### src/rtl/bpa_ram.sv
// ----------------------------------------------------------------------------
// Generic RAM
// One write port, one read port, registered read data (old data on collision).
// ----------------------------------------------------------------------------
module bpa_ram #(
  parameter int WIDTH = 8,
  parameter int DEPTH = 16,
  localparam int AW   = $clog2(DEPTH)
) (
  input  logic             clk_i,
  input  logic             we_i,
  input  logic [AW-1:0]    waddr_i,
  input  logic [WIDTH-1:0] wdata_i,
  input  logic [AW-1:0]    raddr_i,
  output logic [WIDTH-1:0] rdata_o
);

  logic [WIDTH-1:0] mem [DEPTH];
  logic [WIDTH-1:0] rdata_q;

  always_ff @(posedge clk_i) begin
    if (we_i) begin
      mem[waddr_i] <= wdata_i;
    end
    rdata_q <= mem[raddr_i];
  end

  assign rdata_o = rdata_q;

endmodule

### config.mk
export PLATFORM = sky130hd
export DESIGN_NAME = bpa_ram
export DESIGN_NICKNAME = d
export VERILOG_FILES = /design/src/rtl/bpa_ram.sv
export SDC_FILE = /design/constraint.sdc
export NUM_CORES = 1
export LEC_CHECK = 0
export BUFFER_PORTS_ARGS = -buffer_cell sky130_fd_sc_hd__buf_2
export CAP_MARGIN = 0
export CORE_MARGIN = 8
export CORE_UTILIZATION = 40
export CTS_CLUSTER_DIAMETER = 50
export DETAILED_ROUTE_END_ITERATION = 10
export GPL_TIMING_DRIVEN = 0
export SETUP_SLACK_MARGIN = 0.1
export SYNTH_ARGS = -nofsm -noshare
export SYNTH_HDL_FRONTEND = slang
export SYNTH_SLANG_ARGS = --single-unit
### constraint.sdc
create_clock -name clk_i -period 1.9 [get_ports clk_i]
set_input_delay 0.285 -clock clk_i [delete_from_list [all_inputs] [get_ports clk_i]]
set_output_delay 0.285 -clock clk_i [all_outputs]
set_load 0.02 [all_outputs]
# Yosys cells after proc, flatten, opt, wreduce, memory -nomap -nowiden
# Memory sizes are Yosys's and may differ from the RTL's. A register that Yosys moved wholly into a read port is not among the register bits.
# Cells that the tools add are included.
[word_totals]
wordCells = 3
out_inout_bits = 8
inputBits = 18
ramBits = 128
n_memories = 1
ff_bits = 0
[memory_table]
columns = ["name", "depth", "word_bits", "rd", "rd_clocked_by_memory_dff", "write_ports", "line", "source"]
rows = [
  ["mem", 16, 8, 1, 1, 1, "18", "logic [WIDTH-1:0] mem [DEPTH];"],
]
[op_classes]
mux = 2
[op_table]
columns = ["op", "n"]
rows = [
  ["1-bit two-way mux", 2],
]

# Logic depth before layout (Yosys ltp)
# Gate-level depths: netlist (run 1).
[depth]
word_depth = 2
mapped_depth = 5
depth_no_buf = 3

# Worst setup path after synthesis (run 1)
# No wires, ideal clock.
[synth_timing]
kind = "input -> register"
start = "input port waddr_i[2]"
end = "memory mem[0][0], enable pin"
path_buffers = 0
stages = 2
required_ns = 1.517
setup_slack_ns = 0.122
setup_time_ns = 0.383
t_arrival_ns = 1.395
path_cell_list = "or3b_2 > nor3_1"
[synth_rtl]
columns = ["item", "line", "source"]
rows = [
  ["start, declared", "12", "input logic [AW-1:0] waddr_i,"],
  ["end, declared", "18", ""],
]
# No word-level cell before the write port.

# Worst setup path in the final report (run 1)
[layout_timing]
start = "input port waddr_i[3]"
end = "memory mem[4][7], enable pin"
# No word-level cell before the write port.

==> metrics.cfg, run 1 <==
[placed_design]
place_area_um2=5480
gp_congestion=0.680
portBuffers=24
hpwl_mm=6.38
place_ws_ps=-485
dp_cells=425

[cells_and_area]
area_growth_syn_to_layout_pct=17.4
instances_no_fill=457
drive_gt1_share_pct=28.8
fin_util_pct=47.9
num_antenna_cells=0
nets=290
fin_area_um2=6040

[sta]
rsz0062_at_grt=no
skew_ps=6.14
worstMarginPinSlew_ps=1240
slew_violations=0
fin_crit_sh_pct=82.2
fin_ws_ps=339
period_needed_ps=1560
finalHoldViolCount=0
slew_headroom_pct=16.6
setup_viol=0
fmax_ghz=0.641

[clock_network]
clockBufferDepth=2
post-cts-setup-buffers=0
root_buffer=clkbuf_16
cts_made_buffers=17
clock_sinks=136
cts_tree=yes
clock_latency_ps=410
h-tree-depth=4
path_clk_slew_ps=60

[power]
intPower_mw=5.39
swShare_pct=20.2
pwr_density_cell_nw_per_um2=1120
seqPwrFrac_pct=49.9
ir_drop_mv=0.458
p_sw_mw=1.37
clkPwrFrac_pct=45.0
total_leakage_power_nw=2.01
combPwrFrac_pct=5.1

[run_status]
status=finished, final reports clean

[worst_setup_path]
worstPathArrival_ps=1580
r2r_setup_slack_ps=480
crit_path_end_kind=register
path_cells=buf_2, nand3b_1, nor3_1
crit_fanout=8
critPathMaxStageDelay_ps=950
r2r_cells=3
worstPathRequired_ps=1920
path_class=in -> reg
start_kind=input pin
crit_slowest_cell=nor3_1

[synth]
synthAdderAreaFrac_pct=0
synth_seq_cells=136
synth_top_family_by_area=multiplexers
synth-xor-area-share_pct=0
synthSimpleGateAreaFrac_pct=3.18
synth-compound-area-share_pct=2.33
synth.largest_area_cell=edfxtp_1
ys_warn_count=0
synth_nets=247
ys_top_cells_by_area=edfxtp_1 75%, mux4_2 7.9%, mux4_1 7.1%
ys_types=19
ys_seq_area_share_pct=77.8
synth_area_um2=5150
synthMuxAreaShare_pct=15.0
synth_top_area_share_pct=74.7
synthesis.instances=229
synth.avg_cell_area_um2=22.5

[die]
fp.dieH_um=129
dieArea_um2=16800
rows=41
core_area_um2=12600
die_x_um=129
start_util_pct=40.8
pin_count=26

[route]
drt_pass1_iterations=4
wirelength_mm=10.1
ant_nets=0
drc=0
vias_per_cell=5.15
drt-initial-drc-count=278
num_vias=2354
drt-wirelength-per-cell_um=22.0

[grt]
grt_pass1_vias=2480
grt_max_degree=17
gr-total-overflow=0
grt_first_pass_wirelength_mm=15.4
antenna_found_initial=0
grt_usage_pct=13.1

[hold_path]
min_path_cells=1
hold_path_class=in -> reg

[job]
drv_cap=0

layout make-up:
type	count	area (um2)
repair buffers	24	120
clock buffers	24	482
fillers	1083	6580
plain buffers	10	86.3
clock inverters	8	73.8
flip-flops and latches	136	4000
well taps	172	215
multi-input cells	83	1060
per-stage QoR:
step	hold slack [ps]	TNS (ps)	power, mW
finish	281	0	6.75
global route	280	0	6.95
CTS	273	0	6.80
detailed placement	680	-8410	3.78
global placement	655	-7930	3.77
floorplan	384	0	3.63
cell usage after synthesis:
library cell	instances
nor2b_1	1
buf_6	3
nor3_1	4
nand3b_1	2
clkdlybuf4s25_2	3
and2_1	1
buf_2	3
nand2b_1	2
nand2_1	9
nor2_1	13
a22oi_1	16
and2b_1	1
dfxtp_1	8
edfxtp_1	128
mux4_2	18
or3b_2	1
nand3_1	1
buf_4	1
mux4_1	14
cells in the final DEF, fill, tap and decap left out, drive strengths merged:
cell / n
nand3b: 2
clkdlybuf4s25: 3
clkinv: 5
clkinvlp: 2
bufinv: 1
buf: 31
and2b: 1
nand2b: 2
nand3: 1
nor2: 13
clkbuf: 24
nor3: 4
nor2b: 1
dfxtp: 8
or3b: 1
mux4: 32
nand2: 9
a22oi: 16
edfxtp: 128
and2: 1
routing by layer:
layer | vias to the layer above | wire [um] | GRT usage, %
met1 | 1224 | 4410 | 17.0
li1 | 1059 | - | -
met3 | 13 | 567 | 4.03
met2 | 58 | 4940 | 20.4
met4 | 0 | 142 | 4.92
met5 | - | 0 | 0
cell families after synthesis:
family	count (synthesis)
buffers and inverters	10
AND/OR/NAND/NOR	35
flip-flops	136
AO/OA/AOI/OAI	16
multiplexers	32
worst paths after layout:
check,end,from
setup / recovery,mem[4][7],waddr_i[3]
hold / removal,mem[14][6],wdata_i[6]
setup reg to reg,rdata_o[0],mem[5][0]
hold reg to reg,rdata_o[3],mem[8][3]
timing repair:
action / in CTS / in global routing
resized for setup: 1 / 0
setup endpoints to repair: 8 / 0
hold buffers: 0 / 0
worst max-delay path, delay by kind of cell:
family | cells | cell delay [ps]
simple gates | 2 | 1170
buf+inv | 1 | 120
sequential cells by signal, summed over array words and instances, names as in the netlist:
name	flops
mem	128
rdata_o	8
power groups by stage:
stage               clock [mW]  sequential [mW]  combinational (mW)
floorplan                    0             3.46               0.170
global placement             0             3.43               0.342
detailed placement           0             3.43               0.348
CTS                       3.08             3.37               0.349
global route              3.21             3.38               0.370
finish                    3.04             3.37               0.341
No activity file was read; power rests on OpenSTA's default activity.
==> run 2, diff against run 1 <==
- ABC_AREA: unset -> 1
- clock period: 1.9 -> 1.5 ns (I/O delays scaled with it)
==> metrics.cfg, run 2 <==
[worst_setup_path]
worstPathRequired_ps=1540  ; was 1920 ps
worstPathArrival_ps=1340  ; was 1580 ps
crit_fanout=8  ; unchanged
startpoint=waddr_i[3]  ; unchanged
start_kind=input pin  ; unchanged
r2r_setup_slack_ps=460  ; was 480 ps
path_class=in -> reg  ; unchanged
crit_path_end_kind=register  ; unchanged
reg2reg_to=rdata_o[4]  ; was rdata_o[0]
r2r_cells=6  ; was 3
endpoint=mem[7][5]  ; was mem[4][7]
reg2reg_from=mem[1][4]  ; was mem[5][0]

[route]
ant_nets=0  ; unchanged
drt_pass1_iterations=6  ; was 4
num_vias=3833  ; was 2,354
drc=0  ; unchanged
drt-wirelength-per-cell_um=18.0  ; was 22.0 um
drt-initial-drc-count=389  ; was 278
wirelength_mm=14.2  ; was 10.1 mm
vias_per_cell=4.86  ; was 5.15

[die]
core_area_um2=14300  ; was 12,600 um2
fp.dieH_um=136  ; was 129 um
rows=44  ; was 41
start_util_pct=40.3  ; was 40.8%
die_x_um=136  ; was 129 um
pin_count=26  ; unchanged
dieArea_um2=18500  ; was 16,800 um2

[grt]
gr-total-overflow=0  ; unchanged
grt_pass1_vias=3795  ; was 2,480
grt_most_used_layer=met2  ; unchanged
grt_first_pass_wirelength_mm=22.0  ; was 15.4 mm
grt_max_degree=17  ; unchanged
antenna_found_initial=0  ; unchanged
grt_use_met2_pct=26.0  ; was 20.4%
grt_usage_pct=16.3  ; was 13.1%
gr-usage-met3_pct=4.14  ; was 4.03%
grtUsageMet1_pct=21.0  ; was 17.0%

[placed_design]
portBuffers=22  ; was 24
place_ws_ps=-267  ; was -485 ps
dp_cells=757  ; was 425
hpwl_mm=9.19  ; was 6.38 mm
gp_congestion=0.869  ; was 0.680
place_area_um2=6110  ; was 5480 um2

[clock_network]
cts_made_buffers=17  ; unchanged
clockBufferDepth=2  ; unchanged
root_buffer=clkbuf_16  ; unchanged
hold_buffers=0  ; unchanged
clock_sinks=136  ; unchanged
clock_latency_ps=420  ; was 410 ps
h-tree-depth=4  ; unchanged
cts_resized=0  ; was 1
cts_tree=yes  ; unchanged
path_clk_slew_ps=60  ; about the same
post-cts-setup-buffers=0  ; unchanged

[cells_and_area]
mostFrequentLayoutCells=173 x nand2_1, 128 x edfxtp_1, 100 x inv_1  ; was 128 x edfxtp_1, 27 x buf_2, 18 x mux4_2
regMostFlops=mem  ; unchanged
drive_gt1_share_pct=12.1  ; was 28.8%
instances_no_fill=789  ; was 457
area_growth_syn_to_layout_pct=16.6  ; was 17.4%
nets=610  ; was 290
num_antenna_cells=0  ; unchanged
layout_commonest_cell=nand2_1  ; was edfxtp_1
largest_reg_flops=128  ; unchanged
fin_area_um2=6730  ; was 6040 um2
n_fill_cell=1327  ; was 1,083
fin_util_pct=47.0  ; was 47.9%

[synth]
ys_warn_count=0  ; unchanged
synth_seq_cells=136  ; unchanged
synth_area_um2=5770  ; was 5150 um2
synth.largest_area_cell=edfxtp_1  ; unchanged
synthArstFlopShare_pct=0  ; unchanged
synth.most_common_cell=nand2_1  ; was edfxtp_1
synth_edf_count=128  ; unchanged
ys_top_cells_by_area=edfxtp_1 67%, nand2_1 11%, nand3_1 8.4%  ; was edfxtp_1 75%, mux4_2 7.9%, mux4_1 7.1%
synth.avg_cell_area_um2=10.5  ; was 22.5 um2
synth_top_cells_by_count=173 x nand2_1, 128 x edfxtp_1, 100 x inv_1  ; was 128 x edfxtp_1, 18 x mux4_2, 16 x a22oi_1
synth_ff_type=edfxtp_1  ; unchanged
synthesis.instances=551  ; was 229
ys_types=12  ; was 19
ys_seq_area_share_pct=69.4  ; was 77.8%
synth_nets=569  ; was 247
synth_top_area_share_pct=66.7  ; was 74.7%

[power]
ir_drop_mv=0.827  ; was 0.458 mV
swShare_pct=20.9  ; was 20.2%
pwr_density_cell_nw_per_um2=1380  ; was 1120 nW/um2
power.total_mw=9.26  ; was 6.75 mW
seqPwrFrac_pct=46.1  ; was 49.9%
clkPwrFrac_pct=47.6  ; was 45.0%
intPower_mw=7.33  ; was 5.39 mW
combPwrFrac_pct=6.3  ; was 5.1%
p_sw_mw=1.93  ; was 1.37 mW
total_leakage_power_nw=2.91  ; was 2.01 nW

[sta]
finalHoldViolCount=0  ; unchanged
setup_viol=0  ; unchanged
rsz0062_at_grt=no  ; unchanged
fmax_ghz=0.770
fin_crit_sh_pct=86.6
slew_violations=0  ; unchanged
skew_ps=4.22  ; was 6.14 ps
period_needed_ps=1300
slew_headroom_pct=37.4  ; was 16.6%
fin_ws_ps=201  ; was 339 ps
worstMarginPinSlew_ps=935  ; was 1240 ps

[job]
drv_cap=0  ; unchanged

[hold_path]
hold_path_class=in -> reg  ; unchanged
min_path_cells=1  ; unchanged

[run_status]
status=finished, final reports clean  ; unchanged

run 2: kinds of logic (layout without fill, tap and decap cells):
group,Yosys count,after routing,synth area share (%)
buf+inv,126,180,9.52
simple gates,289,289,21.0
flops,136,136,69.4
run 2: layout make-up:
| class | instances | area [um2] | area share (%) |
|---|---|---|---|
| repair buffers | 22 | 110 | 1.64 |
| inverters | 102 | 383 | 5.69 |
| clock buffers | 20 | 437 | 6.49 |
| multi-input cells | 289 | 1220 | 18.1 |
| plain buffers | 24 | 166 | 2.47 |
| clock inverters | 12 | 180 | 2.68 |
| flip-flops and latches | 136 | 4000 | 59.5 |
| well taps | 184 | 230 | 3.42 |
run 2: per-layer routing:
layer / wire, um / up-vias
li1: - / 1860
met5: 0 / -
met2: 6690 / 134
met3: 976 / 22
met1: 6190 / 1817
met4: 334 / 0
run 2: worst max-delay path, stage by stage:
cell,delay (ps)
buf_2,110
nand3b_1,270
nor2_1,720
run 2: worst min path at each step:
stage,endpoint,startpoint,slack [ps]
finish,mem[9][0],wdata_i[0],240
global route,mem[3][5],wdata_i[5],230
CTS,mem[2][5],wdata_i[5],230
detailed placement,rdata_o[4],rdata_o[4],640
global placement,rdata_o[2],rdata_o[2],640
floorplan,mem[0][0],wdata_i[0],320
run 2: stage by stage:
step                setup TNS [ps]  hold slack [ps]
finish                           0              237
global route                     0              230
CTS                              0              228
detailed placement          -15300              644
global placement            -12470              644
floorplan                        0              324
run 2: power groups by stage:
stage	clock, mW	combinational (mW)	sequential, mW
after floorplan	0	0.300	4.38
after global placement	0	0.570	4.35
after detailed placement	0	0.575	4.35
after CTS	4.43	0.581	4.27
after global routing	4.59	0.637	4.28
final	4.41	0.582	4.27
