File: config.mk
export PLATFORM = sky130hd
export DESIGN_NAME = bpa_seq
export DESIGN_NICKNAME = d
export VERILOG_FILES = /design/src/rtl/bpa_pkg.sv /design/src/rtl/bpa_seq.sv
export SDC_FILE = /design/constraint.sdc
export NUM_CORES = 1
export LEC_CHECK = 0
export BUFFER_PORTS_ARGS = -buffer_cell sky130_fd_sc_hd__buf_2
export CORE_ASPECT_RATIO = 2
export CORE_MARGIN = 10
export CORE_UTILIZATION = 35
export DETAILED_ROUTE_END_ITERATION = 8
export GPL_TIMING_DRIVEN = 0
export SLEW_MARGIN = 25
export SYNTH_ARGS = -nofsm -noshare
export SYNTH_HDL_FRONTEND = slang
export SYNTH_SLANG_ARGS = --single-unit
File: constraint.sdc
create_clock -name clk_i -period 2.6 [get_ports clk_i]
set_input_delay 0.26 -clock clk_i [delete_from_list [all_inputs] [get_ports clk_i]]
set_output_delay 0.26 -clock clk_i [all_outputs]
set_load 0.005 [all_outputs]
File: src/rtl/bpa_pkg.sv
// ----------------------------------------------------------------------------
// Buddy page allocator package
// Field widths, microcode word layout and the page count rounding helper.
// ----------------------------------------------------------------------------
package bpa_pkg;

  localparam int TOTAL_PAGES_DEF = 1024;

  localparam int PC_W   = 11;  // page_count field
  localparam int OFF_W  = 10;  // block_offset / alloc_offset fields
  localparam int PF_W   = 11;  // pages_free field
  localparam int N_W    = 12;  // rounded page count, up to 2048
  localparam int STEP_W = 5;   // microcode step address

  localparam logic OP_FREE = 1'b1;

  // node index update
  typedef enum logic [2:0] {
    H_HOLD,
    H_ZERO,
    H_ROOT,
    H_CHILD,
    H_PARENT,
    H_LEAF,
    H_INC
  } h_sel_e;

  // block size update
  typedef enum logic [2:0] {
    SZ_HOLD,
    SZ_SPAN,
    SZ_HALF,
    SZ_DOUBLE,
    SZ_ONE
  } sz_sel_e;

  // tree write
  typedef enum logic [2:0] {
    WR_NONE,
    WR_ZERO,
    WR_SIZE,
    WR_MAX,
    WR_MERGE,
    WR_INIT
  } wr_sel_e;

  // free counter update
  typedef enum logic [1:0] {
    CNT_HOLD,
    CNT_SUB,
    CNT_ADD
  } cnt_sel_e;

  // branch conditions
  typedef enum logic [3:0] {
    CND_ALWAYS,
    CND_NOACC,
    CND_OPFREE,
    CND_NOFIT,
    CND_SZ_LE_N,
    CND_HALF_LE_N,
    CND_SZ_GE_N,
    CND_DBL_GE_N,
    CND_H_ROOT,
    CND_FREE_BAD,
    CND_OUT_BUSY,
    CND_CLR_LAST
  } cond_e;

  typedef struct packed {
    logic                take;
    h_sel_e              h_sel;
    sz_sel_e             sz_sel;
    wr_sel_e             wr_sel;
    cnt_sel_e            cnt_sel;
    logic                set_fail;
    logic                load_out;
    cond_e               cond;
    logic [STEP_W-1:0]   t_next;
    logic [STEP_W-1:0]   f_next;
  } ctrl_t;

  // datapath flags seen by the sequencer
  typedef struct packed {
    logic noacc;
    logic opfree;
    logic nofit;
    logic sz_le_n;
    logic half_le_n;
    logic sz_ge_n;
    logic dbl_ge_n;
    logic h_root;
    logic free_bad;
    logic out_busy;
    logic clr_last;
  } cond_t;

  // smallest power of two not below x, zero counts as one
  function automatic logic [N_W-1:0] pow2_ceil(input logic [PC_W-1:0] x);
    logic [N_W-1:0] m;
    m = N_W'(x) - N_W'(1);
    m = m | (m >> 1);
    m = m | (m >> 2);
    m = m | (m >> 4);
    m = m | (m >> 8);
    if (x == '0) begin
      return N_W'(1);
    end
    return m + N_W'(1);
  endfunction

endpackage

File: src/rtl/bpa_seq.sv
// ----------------------------------------------------------------------------
// Buddy allocator sequencer
// Microcode ROM, step counter and two-way conditional branch.
// ----------------------------------------------------------------------------
module bpa_seq
  import bpa_pkg::*;
(
  input  logic  clk_i,
  input  logic  rst_ni,
  input  cond_t cond_i,
  output ctrl_t ctrl_o
);

  localparam logic [STEP_W-1:0] S_CLR    = STEP_W'(0);
  localparam logic [STEP_W-1:0] S_IDLE   = STEP_W'(1);
  localparam logic [STEP_W-1:0] S_DISP   = STEP_W'(2);
  localparam logic [STEP_W-1:0] S_ACHK   = STEP_W'(3);
  localparam logic [STEP_W-1:0] S_ATST   = STEP_W'(4);
  localparam logic [STEP_W-1:0] S_ADESC  = STEP_W'(5);
  localparam logic [STEP_W-1:0] S_AMARK  = STEP_W'(6);
  localparam logic [STEP_W-1:0] S_AUP    = STEP_W'(7);
  localparam logic [STEP_W-1:0] S_CSUB   = STEP_W'(8);
  localparam logic [STEP_W-1:0] S_AFAIL  = STEP_W'(9);
  localparam logic [STEP_W-1:0] S_FCHK   = STEP_W'(10);
  localparam logic [STEP_W-1:0] S_FTST   = STEP_W'(11);
  localparam logic [STEP_W-1:0] S_FCLIMB = STEP_W'(12);
  localparam logic [STEP_W-1:0] S_FMARK  = STEP_W'(13);
  localparam logic [STEP_W-1:0] S_FUP    = STEP_W'(14);
  localparam logic [STEP_W-1:0] S_CADD   = STEP_W'(15);
  localparam logic [STEP_W-1:0] S_OUT    = STEP_W'(16);

  function automatic ctrl_t rom(input logic [STEP_W-1:0] s);
    ctrl_t w;
    w = '0;
    case (s)
      S_CLR: begin
        w.h_sel = H_INC;   w.wr_sel = WR_INIT;
        w.cond = CND_CLR_LAST; w.t_next = S_IDLE; w.f_next = S_CLR;
      end
      S_IDLE: begin
        w.take = 1'b1;     w.h_sel = H_ZERO;
        w.cond = CND_NOACC; w.t_next = S_IDLE; w.f_next = S_DISP;
      end
      S_DISP: begin
        w.cond = CND_OPFREE; w.t_next = S_FCHK; w.f_next = S_ACHK;
      end
      S_ACHK: begin
        w.h_sel = H_ROOT;  w.sz_sel = SZ_SPAN;
        w.cond = CND_NOFIT; w.t_next = S_AFAIL; w.f_next = S_ATST;
      end
      S_ATST: begin
        w.cond = CND_SZ_LE_N; w.t_next = S_AMARK; w.f_next = S_ADESC;
      end
      S_ADESC: begin
        w.h_sel = H_CHILD; w.sz_sel = SZ_HALF;
        w.cond = CND_HALF_LE_N; w.t_next = S_AMARK; w.f_next = S_ADESC;
      end
      S_AMARK: begin
        w.h_sel = H_PARENT; w.wr_sel = WR_ZERO;
        w.cond = CND_H_ROOT; w.t_next = S_CSUB; w.f_next = S_AUP;
      end
      S_AUP: begin
        w.h_sel = H_PARENT; w.wr_sel = WR_MAX;
        w.cond = CND_H_ROOT; w.t_next = S_CSUB; w.f_next = S_AUP;
      end
      S_CSUB: begin
        w.cnt_sel = CNT_SUB;
        w.cond = CND_ALWAYS; w.t_next = S_OUT; w.f_next = S_OUT;
      end
      S_AFAIL: begin
        w.set_fail = 1'b1;
        w.cond = CND_ALWAYS; w.t_next = S_OUT; w.f_next = S_OUT;
      end
      S_FCHK: begin
        w.h_sel = H_LEAF;  w.sz_sel = SZ_ONE;
        w.cond = CND_FREE_BAD; w.t_next = S_OUT; w.f_next = S_FTST;
      end
      S_FTST: begin
        w.cond = CND_SZ_GE_N; w.t_next = S_FMARK; w.f_next = S_FCLIMB;
      end
      S_FCLIMB: begin
        w.h_sel = H_PARENT; w.sz_sel = SZ_DOUBLE;
        w.cond = CND_DBL_GE_N; w.t_next = S_FMARK; w.f_next = S_FCLIMB;
      end
      S_FMARK: begin
        w.h_sel = H_PARENT; w.sz_sel = SZ_DOUBLE; w.wr_sel = WR_SIZE;
        w.cond = CND_H_ROOT; w.t_next = S_CADD; w.f_next = S_FUP;
      end
      S_FUP: begin
        w.h_sel = H_PARENT; w.sz_sel = SZ_DOUBLE; w.wr_sel = WR_MERGE;
        w.cond = CND_H_ROOT; w.t_next = S_CADD; w.f_next = S_FUP;
      end
      S_CADD: begin
        w.cnt_sel = CNT_ADD;
        w.cond = CND_ALWAYS; w.t_next = S_OUT; w.f_next = S_OUT;
      end
      S_OUT: begin
        w.load_out = 1'b1; w.h_sel = H_ZERO;
        w.cond = CND_OUT_BUSY; w.t_next = S_OUT; w.f_next = S_IDLE;
      end
      default: begin
        w.cond = CND_ALWAYS; w.t_next = S_IDLE; w.f_next = S_IDLE;
      end
    endcase
    return w;
  endfunction

  logic [STEP_W-1:0] upc_q, upc_d;
  ctrl_t             w;
  logic              taken;

  assign w = rom(upc_q);

  always_comb begin
    case (w.cond)
      CND_ALWAYS:    taken = 1'b1;
      CND_NOACC:     taken = cond_i.noacc;
      CND_OPFREE:    taken = cond_i.opfree;
      CND_NOFIT:     taken = cond_i.nofit;
      CND_SZ_LE_N:   taken = cond_i.sz_le_n;
      CND_HALF_LE_N: taken = cond_i.half_le_n;
      CND_SZ_GE_N:   taken = cond_i.sz_ge_n;
      CND_DBL_GE_N:  taken = cond_i.dbl_ge_n;
      CND_H_ROOT:    taken = cond_i.h_root;
      CND_FREE_BAD:  taken = cond_i.free_bad;
      CND_OUT_BUSY:  taken = cond_i.out_busy;
      CND_CLR_LAST:  taken = cond_i.clr_last;
      default:       taken = 1'b1;
    endcase
    upc_d = taken ? w.t_next : w.f_next;
  end

  always_ff @(posedge clk_i or negedge rst_ni) begin
    if (!rst_ni) begin
      upc_q <= S_CLR;
    end else begin
      upc_q <= upc_d;
    end
  end

  assign ctrl_o = w;

endmodule

## Yosys cells after proc, flatten, opt, wreduce, memory -nomap -nowiden

Index checks and enable logic that the tools add are counted.

| cells by class | value |
|---|---|
| shift operators | 0 |
| equality and inequality tests | 27 |
| $add $sub $neg | 0 |
| bitwise logic cells | 0 |
| $lt $le $gt $ge | 0 |
| mux-type cells | 10 |
| reductions and logical operators | 7 |
| divide/modulo/power cells | 0 |
| multiply operators | 0 |

Operator list:

| cell | count |
|---|---|
| 14-bit case mux with 13 select lines | 1 |
| 5-bit by 4-bit == test with 1-bit output, second input constant | 8 |
| 5-bit by 3-bit == test with 1-bit output, second input constant | 4 |
| 3-bit case mux with 6 select lines | 1 |
| 4-bit by 3-bit == test with 1-bit output, second input constant | 4 |
| 4-bit == test, second input constant | 4 |
| 3-bit case mux with 5 select lines | 1 |
| 3-bit case mux with 4 select lines | 1 |
| 1-bit case mux with 11 select lines | 1 |
| 5-bit by 2-bit == test with 1-bit output, second input constant | 2 |
| 4-bit by 2-bit == test with 1-bit output, second input constant | 2 |
| 2-bit OR reduction | 3 |
| 3-bit OR reduction | 2 |
| 5-bit by 1-bit == test with 1-bit output, second input constant | 1 |
| 5-bit == test, second input constant | 1 |
| 5-bit logical NOT | 1 |
| 5-bit 2-to-1 mux | 1 |
| 5-bit OR reduction | 1 |
| 4-bit by 1-bit == test with 1-bit output, second input constant | 1 |
| 2-bit case mux with 2 select lines | 1 |
| 1-bit 2-to-1 mux | 3 |

| storage, ports and cells | value |
|---|---|
| memory bits (writable) | 0 |
| memories | 0 |
| register bits after elaboration | 5 |
| memory bits (read-only) | 0 |
| latch bits | 0 |

## Depth between registers and ports, before layout

| depth | value |
|---|---|
| depth in word-level cells | 6 |
| depth in mapped cells | 8 |
| depth with buffers taken out | 6 |

## Worst setup path after synthesis

No wires, ideal clock.

| timing path | value |
|---|---|
| path kind | register to register |
| start point | register upc_q[1] |
| end point | register upc_q[0] |
| stages on the path, launching flop included | 8 |
| arrival time | 2.147 ns |
| slack | 0.328 ns |
| buffers on the path | 1 |
| setup time | 0.125 ns |
| clock period less this slack | 2.272 ns |
| cells stage by stage | dfrtp_1 buf_6 or4_4 o21ai_2 o21bai_1 a221oi_2 a2111oi_4 mux2_2 |

| between the ends | value |
|---|---|
| cells in the longest elaborated chain, start to end | 6 |
| elaborated cells between the ends (all ways) | 34 |
| classes of those cells | 27 x eq/ne; 3 x mux; 4 x reduce/logical |

RTL lines:

| what | line | source |
|---|---|---|
| start: declaration | bpa_seq.sv:108 | `logic [STEP_W-1:0] upc_q, upc_d;` |
| start signal: assignment | bpa_seq.sv:137 | `upc_q <= upc_d;` |
| 5-bit by 4-bit == test with 1-bit output or 5-bit by 3-bit == test with 1-bit output (tied branches) | bpa_seq.sv:35 | `case (s)` |
| 3-bit OR reduction (no source line) or 2-bit OR reduction (tied branches) | -- |  |
| 14-bit case mux with 13 select lines (*) | bpa_seq.sv:35 |  |
| 4-bit == test, or another cell as far along | bpa_seq.sv:115 | `case (w.cond)` |
| 1-bit case mux with 11 select lines | bpa_seq.sv:115 |  |
| 5-bit 2-to-1 mux (*) | bpa_seq.sv:130 | `upc_d = taken ? w.t_next : w.f_next;` |
| named net upc_d[0] | bpa_seq.sv:108 |  |

Mark *: on every way through the listed nets, which the timed path passes. The rest lies on a longest branch.

## Worst setup path in the final report

| timing path | value |
|---|---|
| start point | register upc_q[0] |
| end point | register upc_q[3] |

The elaborated chain is that of the path after synthesis.

==> impl_results.md <==
- Outcome: complete, no violations
- Number of nets with antenna violations after routing: 0
- Slew Viols, Final: 0
- Total of max-cap violations: 0
- Layer with the highest usage: met2
- Synthesized flop and latch total: 5
- Crit end category: flip-flop
- TritonRoute pass-1 iters: 4
- Mapped cell area: 992 sq um
- CP Max Fanout: 10
- Top cells by count, synth: nor2_1, nand2_1, a21oi_1
- CTS tree: done
- Mean Syn Cell Area: 6.99 sq um
- Ys flop type: dfrtp_1
- GRT Util Overall: 13.2%
- Final Hold Vio Count: 0
- TritonCTS Sinks: 5
- Top cell type's share of synthesized area: 12.6%
- Count leader, synth: nor2_1
- Initial core utilization: 36.3%
- CTS max path bufs: 2
- Critical path type: reg2reg
- Worst reg2reg path depth: 8
- Crit path launch type: flip-flop
- Peak VDD IR: 0.000869 V
- Min Tclk post-route: 2540 ps
- First-pass GRT wire length: 6100 um
- Setup Slack @ Placement: 35.7 ps
- DRT Wirelength: 3780 um
- Crit-path cells: buf_6, nand2b_4, a32o_1, and3_1, o32a_1, a2111oi_4, buf_4, mux2_2
- CP bufs+invs: 2
- Maximum clock rate: 393 MHz
- R2R setup slack: 60 ps
- Regs by FF count: upc_q x5
- IO buf count: 40
- Slowest-stage cell, CP: dfrtp_1
- Routed vias: 1292
- Die W: 57.7 um
- Syn Nets: 155
- Core outline area: 2740 sq um
- Reg-to-Reg Start: upc_q[0]
- Vias per cell: 5.98
- WP data required: 2690 ps
- Cell family with most CP delay: compound AO/OA/AOI/OAI gates
- Final core occ: 47.6%
- Layout cells sized above 1: 36.4%
- Area contributors post-synth: dfrtp_1, nor2_1, nor2b_1
- Die height: 95.3 um
- HP Class: in2async
- Hold slack: 406 ps
- Top-Level Pins: 41
- Reg2reg end: upc_q[3]
- Worst Tran Pin Value: 657 ps
- Placed Area: 1230 sq um
- Leak pwr: 0.613 nW
- Met1 usage in global routing: 12.8%
- Slowest stage delay, CP: 430 ps
- Initial DRC Count: 105
- WP data arrival: 2640 ps
- Worst Skew: 2.39 ps
- Largest Register: upc_q
- EDFF count, synth: 0
- Rows: 27
- Initial antenna violation count: 0
- Seq/Total Area, Yosys: 12.6%
- Root Buffer: clkbuf_8
- RSZ-0062 raised after global routing: false
- Post-synthesis to final-layout area growth: 31.1%
- GP Congestion: 0.933
- Cells after Synth: 142
- DP HPWL: 3120 um
- Met2 Resource Use GR: 24.4%
- Largest net degree at the start of global routing: 11
- Wirelength per Cell: 17.5 um
- Die ar.: 5490 sq um
- Final TNS setup: 0 ps
- Grt ovf: 0
- Nets@finish: 201
- PD cells: 1640 nW/um^2
- Fin crit share: 97.9%
- DRC: 0
- Setup ws final: 55.1 ps
- FFs w/ async S/R, synth: 100%
- Final setup viols: 0
- Final instance area: 1300 sq um
- Vias in the first global route: 1343
- CTS H-tree lvls: 1
- Synth cell types: 47
- Ys Warns: 0
- Reg clk slew, reported paths: 40 ps
- Leading area contributor after synthesis: dfrtp_1
- Max reg flops: 5
- Met3 Use GR: 3.73%
- Worst-Skew Late Latency: 220 ps
- Antenna diode count: 0
- Slew Limit Headroom: 55.8%
- CTS Buf Count: 3
==> layer usage <==
metal / up-vias / share of wire (%)
met4: 0 / 3.5
met1: 600 / 34
met2: 71 / 53
li1: 608 / -
met5: - / 0
met3: 13 / 8.6
==> cells by family after synthesis <==
kind of cell	Yosys count	synth area share, %
AO/OA/AOI/OAI	44	33.2
XOR/XNOR	2	1.77
buffers and inverters	18	9.21
flip-flops	5	12.6
multiplexers	4	4.54
AND/OR/NAND/NOR	69	38.7
==> worst register-to-register path: stages (launching register included) <==
cell       delay (ps)
dfrtp_1           430
buf_6             170
nand2b_4          170
a32o_1            260
and3_1            180
o32a_1            380
a2111oi_4         270
buf_4             200
mux2_2            360
==> cell type report <==
type,instances,area [sq um]
Timing Repair Buffer,42,218
Multi-Input combinational cell,119,787
Tap cell,29,36.3
Fill cell,276,1440
Clock inverter,1,5.00
Buffer,12,68.8
Clock buffer,3,41.3
Inverter,5,18.8
Sequential cell,5,126
==> metrics by stage <==
stage / total power [mW] / instances
4_1_cts: 2.09 / 216
6_report: 2.13 / 216
3_3_place_gp: 1.93 / 211
2_1_floorplan: 1.37 / 142
5_1_grt: 2.32 / 216
3_5_place_dp: 1.94 / 211
==> worst max path at each step <==
stage	start	end	slack, ps	cells after the start
detailed placement	upc_q[3]	upc_q[3]	40	7
CTS	upc_q[3]	upc_q[3]	30	7
floorplan	upc_q[1]	upc_q[0]	330	7
global route	upc_q[0]	upc_q[3]	3	8
global placement	upc_q[3]	upc_q[1]	50	7
finish	upc_q[0]	upc_q[3]	60	8
==> power by group <==
group          internal, mW  leakage, nW  switching [mW]  total [mW]
Combinational         0.811        0.526            1.00        1.81
Sequential            0.120       0.0623          0.0605       0.180
Clock                 0.103       0.0255          0.0374       0.140
Total                  1.03        0.613            1.10        2.13
==> cells in the final DEF, fill, tap and decap left out, types with 3 or more instances in the layout <==
cell      instances
buf_2            44
nand2b_1          5
nor3_1            7
mux2_2            4
a21oi_1           9
a211oi_1          3
buf_1             3
nor2b_1           7
a31oi_1           4
clkbuf_8          3
dfrtp_1           4
inv_1             5
nor2_1           19
nand2_1          12
o21ai_0           8
==> repair_timing <==
action	in CTS	in global routing
setup endpoints to repair	0	4
setup buffers	0	1
gates resized for setup	0	3
hold buffers	1	0
hold endpoints to repair	5	0
Power figures use the tool's default switching activity.
